--- config.mk ---
export PLATFORM = sky130hd
export DESIGN_NAME = gge_mask_unit
export DESIGN_NICKNAME = d
export VERILOG_FILES = /design/src/hdl/gge_pkg.sv /design/src/hdl/gge_mask_unit.sv
export SDC_FILE = /design/constraint.sdc
export NUM_CORES = 1
export LEC_CHECK = 0
export ABC_AREA = 1
export BUFFER_PORTS_ARGS = -buffer_cell sky130_fd_sc_hd__buf_4
export CORE_MARGIN = 2
export CORE_UTILIZATION = 50
export CTS_CLUSTER_DIAMETER = 80
export CTS_CLUSTER_SIZE = 24
export DETAILED_ROUTE_END_ITERATION = 7
export GPL_TIMING_DRIVEN = 0
export PLACE_DENSITY = 0.67
export RECOVER_POWER = 50
export SLEW_MARGIN = 0
export SYNTH_ARGS = -nofsm -noshare
export SYNTH_HDL_FRONTEND = slang
export SYNTH_SLANG_ARGS = --single-unit
--- constraint.sdc ---
create_clock -name clock -period 10.5 [get_ports clock]
set_clock_uncertainty 0.2 [all_clocks]
set_input_delay 0.525 -clock clock [delete_from_list [all_inputs] [get_ports clock]]
set_output_delay 0.525 -clock clock [all_outputs]
set_load 0.03 [all_outputs]
--- src/hdl/gge_pkg.sv ---
// Shared types, constants and the lowest-free-color search for the coloring engine.
package gge_pkg;

   localparam int NUM_VERTICES = 1024;
   localparam int VTX_W        = $clog2(NUM_VERTICES);
   localparam int MAX_COLORS   = 64;
   localparam int COLOR_W      = $clog2(MAX_COLORS);
   localparam int COUNT_W      = COLOR_W + 1;
   localparam int GROUP_SIZE   = 8;
   localparam int NUM_GROUPS   = MAX_COLORS / GROUP_SIZE;
   localparam int GRP_W        = $clog2(NUM_GROUPS);
   localparam int BIT_W        = $clog2(GROUP_SIZE);

   localparam logic OP_CLEAR = 1'b0;
   localparam logic OP_STEP  = 1'b1;

   typedef struct packed {
      logic             op;
      logic [VTX_W-1:0] vertex;
      logic [VTX_W-1:0] neighbor;
      logic             has_neighbor;
      logic             last_of_vertex;
   } req_type;

   typedef struct packed {
      logic [VTX_W-1:0]   colored_vertex;
      logic [COLOR_W-1:0] chosen_color;
      logic [COUNT_W-1:0] colors_used;
      logic               overflow;
   } rsp_type;

   typedef struct packed {
      logic               mark;
      logic [COLOR_W-1:0] color;
   } entry_type;

   typedef struct packed {
      logic               clear;
      logic               step;
      logic               last;
      logic               hit;
      logic [COLOR_W-1:0] color;
   } mask_ctl_type;

   typedef struct packed {
      logic               overflow;
      logic [COLOR_W-1:0] color;
   } pick_type;

   // Two-level find-first-zero: first group with a free color, then the bit in it.
   function automatic pick_type lowest_free(input logic [MAX_COLORS-1:0] mask);
      logic [NUM_GROUPS-1:0] full;
      logic [GRP_W-1:0]      g_sel;
      logic [BIT_W-1:0]      b_sel;
      logic [GROUP_SIZE-1:0] grp;
      pick_type              res;
      for (int g = 0; g < NUM_GROUPS; g++) begin
         full[g] = &mask[g*GROUP_SIZE +: GROUP_SIZE];
      end
      g_sel = '0;
      for (int g = NUM_GROUPS - 1; g >= 0; g--) begin
         if (!full[g]) g_sel = GRP_W'(g);
      end
      grp   = mask[g_sel*GROUP_SIZE +: GROUP_SIZE];
      b_sel = '0;
      for (int b = GROUP_SIZE - 1; b >= 0; b--) begin
         if (!grp[b]) b_sel = BIT_W'(b);
      end
      res.overflow = &full;
      res.color    = res.overflow ? COLOR_W'(MAX_COLORS - 1) : {g_sel, b_sel};
      return res;
   endfunction

endpackage

--- src/hdl/gge_mask_unit.sv ---
// Used-color mask, running color count and lowest-free color choice.
module gge_mask_unit (
   input  logic                        clock,
   input  logic                        reset,
   input  gge_pkg::mask_ctl_type       ctl,
   output gge_pkg::pick_type           pick,
   output logic [gge_pkg::COUNT_W-1:0] count_next
);
   import gge_pkg::*;

   logic [MAX_COLORS-1:0] used_mask_ff, used_mask_in, mask_next;
   logic [COUNT_W-1:0]    count_ff, count_in, pick_count;

   always_comb begin
      mask_next = used_mask_ff;
      if (ctl.hit) mask_next = used_mask_ff | (MAX_COLORS'(1) << ctl.color);
   end

   assign pick       = lowest_free(mask_next);
   assign pick_count = COUNT_W'(pick.color) + COUNT_W'(1);

   always_comb begin
      used_mask_in = used_mask_ff;
      count_in     = count_ff;
      if (ctl.clear) begin
         used_mask_in = '0;
         count_in     = '0;
      end else if (ctl.step) begin
         // drop the mask once the vertex has its color
         used_mask_in = ctl.last ? '0 : mask_next;
         if (ctl.last && pick_count > count_ff) count_in = pick_count;
      end
   end

   assign count_next = count_in;

   always_ff @(posedge clock) begin
      if (reset) begin
         used_mask_ff <= '0;
         count_ff     <= '0;
      end else begin
         used_mask_ff <= used_mask_in;
         count_ff     <= count_in;
      end
   end

endmodule

======== Word-level counts from Yosys, hierarchy flattened ========
Index checks and enable logic that the tools add are counted.
word-level totals
  bits in registers ....................... 71
  output and inout port bits .............. 14
  word-level logic and storage cells ...... 40
operators by class
  reduce and logical (&&, ||, !) cells .... 11
  bitwise logic cells ..................... 1
  add/sub/neg operators ................... 1
  shift operators ......................... 2
  magnitude comparators ................... 1
  multiplexer cells ....................... 22
operators with widths
  kind                    count
  $mux W64                2
  $or A64 B64 Y64         1
  $reduce_and A64 Y1      1
  $reduce_and A8 Y1       8
  $shiftx A64 B7 Y8       1
  $shl A1 B6 Y64 const A  1
  $mux W3                 16
  $mux W7                 3
  $add A6 B1 Y7 const B   1
  $gt A7 B7 Y1            1
  $mux W6                 1
  $reduce_or A2 Y1        1
  $logic_and A1 B1 Y1     1

======== Longest topological paths before layout ========
Gate-level depths: netlist (run 1).
  depth in word-level cells ............... 28
  mapped depth ............................ 46
  depth with buffers taken out ............ 44

======== Worst setup path before layout (run 1) ========
No wires, ideal clock.
  kind .................................... input port to output port
  start ................................... input ctl[3] in the netlist's numbering
  end ..................................... output count_next[1] in the netlist's numbering
  stages on the path ...................... 36
  setup slack ............................. 4720 ps
  arrival time ............................ 5055 ps
  path through ............................ buf_4 > inv_4 > buf_4 > nand4_1 > nor2_1 > or2_1 > nand4_1 > nor3_4 > buf_4 > inv_2 > a21oi_4 > nand2_1 > nand3_1 > and2_1 > nand2_1 > inv_1 > nand2_1 > nand2_1 > nand2_1 > nand2_1 > nand2_1 > nand2_2 > nand2_2 > ha_1 > or2_2 > nand2_1 > inv_1 > ha_1 > nand2_1 > o21ai_0 > nand2_1 > o211ai_1 > nand4_1 > inv_1 > nor2_1 > nor3_1
RTL lines
  item                line                RTL
  start: declaration  gge_mask_unit.sv:5  input gge_pkg::mask_ctl_type ctl,
  end: declaration    gge_mask_unit.sv:7  output logic [gge_pkg::COUNT_W-1:0] count_next

======== Worst setup path after layout (run 1) ========
  start ................................... input ctl[0] in the netlist's numbering
  end ..................................... output count_next[5] in the netlist's numbering
between the ends
  word-level cells in the longest chain between the ends .. 28
  elaborated cells on any way between the ends .. 36
RTL lines
  item                   line                 RTL
  $shl A1 B6 Y64 (*)     gge_mask_unit.sv:16  if (ctl.hit) mask_next = used_mask_ff | (MAX_COLORS'(1) << ctl.color);
  $or A64 B64 Y64 (*)    gge_mask_unit.sv:16
  $mux W64 (*)           gge_mask_unit.sv:16
  $reduce_and A8 Y1      gge_pkg.sv:58        full[g] = &mask[g*GROUP_SIZE +: GROUP_SIZE];
  $mux W3 (8 in series)  gge_pkg.sv:62        if (!full[g]) g_sel = GRP_W'(g);
  $shiftx A64 B7 Y8      gge_pkg.sv:64        grp = mask[g_sel*GROUP_SIZE +: GROUP_SIZE];
  $mux W3 (8 in series)  gge_pkg.sv:67        if (!grp[b]) b_sel = BIT_W'(b);
  $mux W6 (*)            gge_pkg.sv:70        res.color = res.overflow ? COLOR_W'(MAX_COLORS - 1) : {g_sel, b_sel};
  $add A6 B1 Y7 (*)      gge_mask_unit.sv:20  assign pick_count = COUNT_W'(pick.color) + COUNT_W'(1);
  $gt A7 B7 Y1           gge_mask_unit.sv:31  if (ctl.last && pick_count > count_ff) count_in = pick_count;
  $logic_and A1 B1 Y1    gge_mask_unit.sv:31
  $mux W7 (*)            gge_mask_unit.sv:31
  $mux W7 (*)            gge_mask_unit.sv:28  end else if (ctl.step) begin
  $mux W7 (*)            gge_mask_unit.sv:25  if (ctl.clear) begin
Every way passes the cells marked *; elsewhere a longest branch is shown, timed or not.

==> results of run 1 <==
==> final timing paths <==
check	startpoint	to
worst max-delay path	ctl[0]	count_next[5]
worst min-delay path	ctl[9]	count_ff[1]
worst max register to register	used_mask_ff[3]	count_ff[5]
worst min register to register	used_mask_ff[48]	used_mask_ff[48]
==> worst reg2reg max path: cells and delay by family, from the launching register on <==
kind	cells	cell delay, ns
fa+ha+maj	2	0.55
flops	1	0.35
buf+inv	7	1.09
simple gates	21	2.36
compound gates	4	0.69
==> power breakdown <==
group          switching, µW  internal, µW  total [µW]
Combinational           46.3          15.3        61.6
Clock                    112           122         235
Sequential             0.505           270         271
Total                    159           408         567
==> layout make-up <==
cell class                 instances  area [µm²]
clock buffer                      11         151
clock inverter                     5        56.3
multi-input combinational        510        2840
tap                              133         166
fill                             996        4200
timing repair buffer              23         169
inverter                         138         520
sequential                        71        1420
buffer                            40         208
==> kinds of logic (layout without fill, tap and decap cells) <==
kind of cell             Yosys count  in the layout
XOR/XNOR                           2              2
flip-flops                        71             71
buffers and inverters            178            217
AND/OR/NAND/NOR                  327            327
AO/OA/AOI/OAI                    173            173
adder cells (fa/ha/maj)            8              8
==> per-stage QoR <==
step | total power (µW) | instance area, µm² | setup slack (ns) | hold WS, ns
after global placement | 337 | 5330 | 3.59 | 0.252
final | 567 | 5530 | 3.41 | 0.181
after CTS | 569 | 5540 | 3.53 | 0.164
after floorplan | 316 | 4990 | 4.72 | 0.240
after global routing | 587 | 5530 | 2.97 | 0.183
after detailed placement | 338 | 5330 | 3.55 | 0.258
==> cells in the mapped netlist, drive strengths merged <==
master  instances
a211oi         63
a21oi          27
a221oi          5
a31oi           1
and2            2
buf            18
clkbuf         22
clkinv          1
dfxtp          71
ha              8
inv           137
nand2         181
nand3          45
nand4          36
nor2           48
nor3            3
nor4            5
o211ai          5
o21ai          45
o21bai         27
or2             7
xor2            2
==> sequential cells by signal, summed over array words and instances (netlist names) <==
name,cells
count_ff,7
used_mask_ff,64
==> layer usage <==
| layer | GRT usage [%] | share of wire, % | vias up |
|---|---|---|---|
| met2 | 47.7 | 44 | 172 |
| met3 | 6.45 | 6.8 | 44 |
| met4 | 15.6 | 4.4 | 2 |
| li1 | - | - | 2604 |
| met1 | 42.7 | 45 | 2432 |
| met5 | 0 | 0.048 | - |
==> flow_metrics.tcl, run 1 <==
set metrics [dict create \
    postRouteAntennaNets 0 \
    ys_seq_area_share_pct 28.5 \
    clock_sinks 71 \
    dp.cells 915 \
    fmax_mhz 141 \
    synthMuxAreaShare_pct 0 \
    grt.total_usage_pct 31.5 \
    synth_fa_ha_area_share_pct 2.01 \
    gp_congestion 0.984 \
    dieHeight_um 104 \
    hp-class "primary input to flip-flop" \
    yosys_warnings 0 \
    ir_drop_v 0.0000793 \
    synth.largest_area_cell "dfxtp_1" \
    synthCells 759 \
    syn-num-nets 779 \
    p_leak_uw 0.00204 \
    wl_per_cell_um 17.8 \
    critPathBufInv 7 \
    path_clk_slew_ns 0.07 \
    synth_compound_area_share_pct 23.7 \
    layout.nets 813 \
    cp.depth 37 \
    grt_pass1_wl_mm 26.2 \
    hold_path_depth 2 \
    crit_path_max_incr_delay_ns 0.49 \
    cp-end-kind "output pin" \
    syn_avg_cell_area_um2 6.58 \
    grt-ovfl-total 0 \
    grt_pass1_vias 4878 \
    drc 0 \
    finalMaxSlewViolations 0 \
    required_ns 9.78 \
    clock_path_buffers 2 \
    cts_setup_buffers 0 \
    wl_mm 16.6 \
    rsz0062_at_grt "no" \
    finalHoldViolations 0 \
    drt_iter0_markers 404 \
    worstPathMaxFanout 10 \
    synthSimpleGateAreaFrac_pct 30.9 \
    cap_violations 0 \
    synth_cell_type_count 43 \
    setup.worst_path.start_class "primary input" \
    min_period_ns 7.09 \
    postCtsHoldBufs 0 \
    path_delay_family "simple AND/OR/NAND/NOR gates" \
    cp_data_arrival_time_ns 6.37 \
    synth.cell_area_mm2 0.00499 \
    power_density_mw_per_mm2 102 \
    dr.pass1.iters 5 \
    synth_xor_area_share_pct 0.351 \
    post-route-period-util_pct 67.6 \
    r2r_slack_ns 5.16 \
    start_util_pct 51.3 \
    cts_tree "yes" \
    maxSlewHeadroom_pct 48.7 \
    die_area_mm2 0.0108 \
    cts-resized-gates 0 \
    diodes 0 \
    fin_tns_setup_ns 0 \
    via_per_inst 5.64 \
    yosys_register_bits 71 \
    num_vias 5254 \
    hpwl_mm 13.1 \
    ioPinCount 26 \
    final_cell_mix "nand2_1 (169), inv_1 (125), dfxtp_1 (71)" \
    grt_max_degree 13 \
    root_buffer "clkbuf_8" \
    status "finished clean" \
    r2r_cells 34 \
    tightest_slew_ns 0.762 \
    fin_cells 931 \
    finish.utilization_pct 56.9 \
    io_buffer_count 23 \
    synthTopCellsByArea "dfxtp_1 (28%), nand2_1 (13%), inv_1 (9.4%)" \
    htreeDepth 3 \
    antenna_found_initial 1 \
    layout_commonest_cell "nand2_1" \
    core_mm2 0.00973 \
    crit_path_top_delay_cell "o21bai_1" \
    clock_latency_ns 0.38 \
    areaGrowthSynthToFinish_pct 10.9 \
    path_common_cell "nand2_1" \
    synth_top_family_by_area "simple AND/OR/NAND/NOR gates" \
    rows 36 \
    cts_buffers 9 \
    yosysTopAreaCellShare_pct 28.5 \
    drive_gt1_share_pct 13.7 \
    setup_violations 0 \
    critPathKind "primary input to output pin" \
    die_w_um 104 \
]
Power figures use the tool's default switching activity.
==> inputs of run 2 (changes only) <==
==> constraint.sdc (replaced) <==
create_clock -name clock -period 7.1 [get_ports clock]
set_clock_uncertainty 0.2 [all_clocks]
set_input_delay 0.355 -clock clock [delete_from_list [all_inputs] [get_ports clock]]
set_output_delay 0.355 -clock clock [all_outputs]
set_load 0.03 [all_outputs]
==> run 2 against run 1 <==
Against the previous run: power up 48%; sequential share of layout area is 0.052 points lower; final cell count grew 0.11%; combinational power grew 49%; largest power group unchanged; highest routed layer unchanged.
==> flow_metrics.tcl, run 2 (synthesis results as in run 1) <==
set metrics [dict create \
    top_regs "used_mask_ff x64, count_ff x7" \
    rows 36 \
    via_per_inst 5.67 \
    diodes 0 \
    setup_violations 0 \
    path_clk_slew_ns 0.08 \
    drc 0 \
    start_util_pct 51.3 \
    die_area_mm2 0.0108 \
    ioPinCount 26 \
    fmax_mhz 153 \
    hp-class "primary input to flip-flop" \
    drive_gt1_share_pct 13.8 \
    nFillCells 994 \
    worst_hold_slack_ns 0.156 \
    required_ns 6.55 \
    cp-end-kind "output pin" \
    clock_sinks 71 \
    clock_path_buffers 2 \
    drt_iter0_markers 439 \
    gp_congestion 0.984 \
    min_to "count_ff[5]" \
    wl_per_cell_um 17.7 \
    cts_buffers 9 \
    clock_latency_ns 0.38 \
    grt-ovfl-total 0 \
    tightest_slew_ns 0.788 \
    num_vias 5283 \
    core_mm2 0.00973 \
    finalMaxSlewViolations 0 \
    grt_max_degree 13 \
    cap_violations 0 \
    cts_setup_buffers 0 \
    antenna_found_initial 1 \
    grt.total_usage_pct 31.6 \
    critPathKind "primary input to output pin" \
    fin_tns_setup_ns 0 \
    cp_data_arrival_time_ns 5.96 \
    dr.pass1.iters 7 \
    maxSlewHeadroom_pct 47.0 \
    r2r-start "used_mask_ff[3]" \
    crit_path_max_incr_delay_ns 0.70 \
    grt_pass1_vias 4898 \
    p_leak_uw 0.00205 \
    areaGrowthSynthToFinish_pct 11.1 \
    crit_path_top_delay_cell "nor4_1" \
    root_buffer "clkbuf_8" \
    ir_drop_v 0.000117 \
    worstReg2RegEnd "count_ff[5]" \
    rsz0062_at_grt "no" \
    wl_mm 16.5 \
    grt_pass1_wl_mm 26.3 \
    path_common_cell "nand2_1" \
    layout.nets 814 \
    status "finished clean" \
    hold_path_depth 2 \
    cts_tree "yes" \
    dp.cells 915 \
    top_register "used_mask_ff" \
    layout_commonest_cell "nand2_1" \
    min-delay-start "reset" \
    post-route-period-util_pct 91.8 \
    hpwl_mm 13.1 \
    postRouteAntennaNets 0 \
    r2r_slack_ns 1.93 \
    finalHoldViolations 0 \
    r2r_cells 34 \
    setup.worst_path.start_class "primary input" \
    worstPathMaxFanout 10 \
    io_buffer_count 23 \
    htreeDepth 3 \
    largest_reg_flops 64 \
    dieHeight_um 104 \
    min_period_ns 6.52 \
    final_cell_mix "nand2_1 (169), inv_1 (125), dfxtp_1 (71)" \
    die_w_um 104 \
    power_density_mw_per_mm2 151 \
    fin_cells 932 \
]
[run 2: cell types whose count changed in the layout (fill, tap and decap cells not counted), sizes merged]
cell | before | now
dlygate4sd3 | 0 | 1
[run 2: critical path, delay by kind of cell]
| family | cells | cell delay [ns] |
|---|---|---|
| AND/OR/NAND/NOR | 18 | 2.81 |
| AO/OA/AOI/OAI | 5 | 0.79 |
| adder cells (fa/ha/maj) | 2 | 0.55 |
| buffers and inverters | 10 | 1.46 |
[run 2: final cells by class]
class                      instances  area, µm²  area share, %
inverter                         138        520           9.39
tap                              133        166           3.00
buffer                            40        209           3.77
timing repair buffer              24        179           3.23
clock inverter                     5       56.3           1.02
sequential                        71       1420           25.6
multi-input combinational        510       2840           51.2
clock buffer                      11        151           2.73
[run 2: power breakdown]
group / total [µW] / internal [µW] / switching [µW] / leakage [µW]
Sequential: 400 / 400 / 0.752 / 0.000572
Clock: 348 / 181 / 167 / 0.000105
Combinational: 91.7 / 23.1 / 68.6 / 0.00137
[run 2: stage by stage]
stage               total power, µW  instance area, µm²  util (%)  worst slack (ns)
finish                          840                5550      57.0             0.583
floorplan                       467                4990         -              1.66
detailed placement              499                5330      54.8             0.489
CTS                             842                5550      57.0             0.470
global route                    869                5550      57.0             0.109
global placement                499                5330      54.8             0.530
[run 2: worst max path at each step]
stage | start | endpoint | slack (ns) | cells after the start
global placement | ctl[2] | count_next[5] | 0.53 | 43
detailed placement | ctl[2] | count_next[5] | 0.49 | 43
floorplan | ctl[3] | count_next[1] | 1.66 | 36
global route | ctl[4] | count_next[5] | 0.11 | 44
finish | ctl[3] | count_next[5] | 0.58 | 35
CTS | ctl[2] | count_next[5] | 0.47 | 43
[run 2: per-layer routing]
| layer | global-route usage, % | up-vias | share of wire (%) |
|---|---|---|---|
| li1 | - | 2601 | - |
| met2 | 47.8 | 169 | 44 |
| met3 | 6.45 | 46 | 6.5 |
| met1 | 42.8 | 2465 | 45 |
| met4 | 15.6 | 2 | 4.5 |
| met5 | 0 | - | 0.048 |
[run 2: timing repair]
item                                    4_1_cts  5_1_grt
hold endpoints to repair                      1        0
gates resized for setup                       0        2
hold buffers                                  1        0
endpoints found under the setup margin        0        2
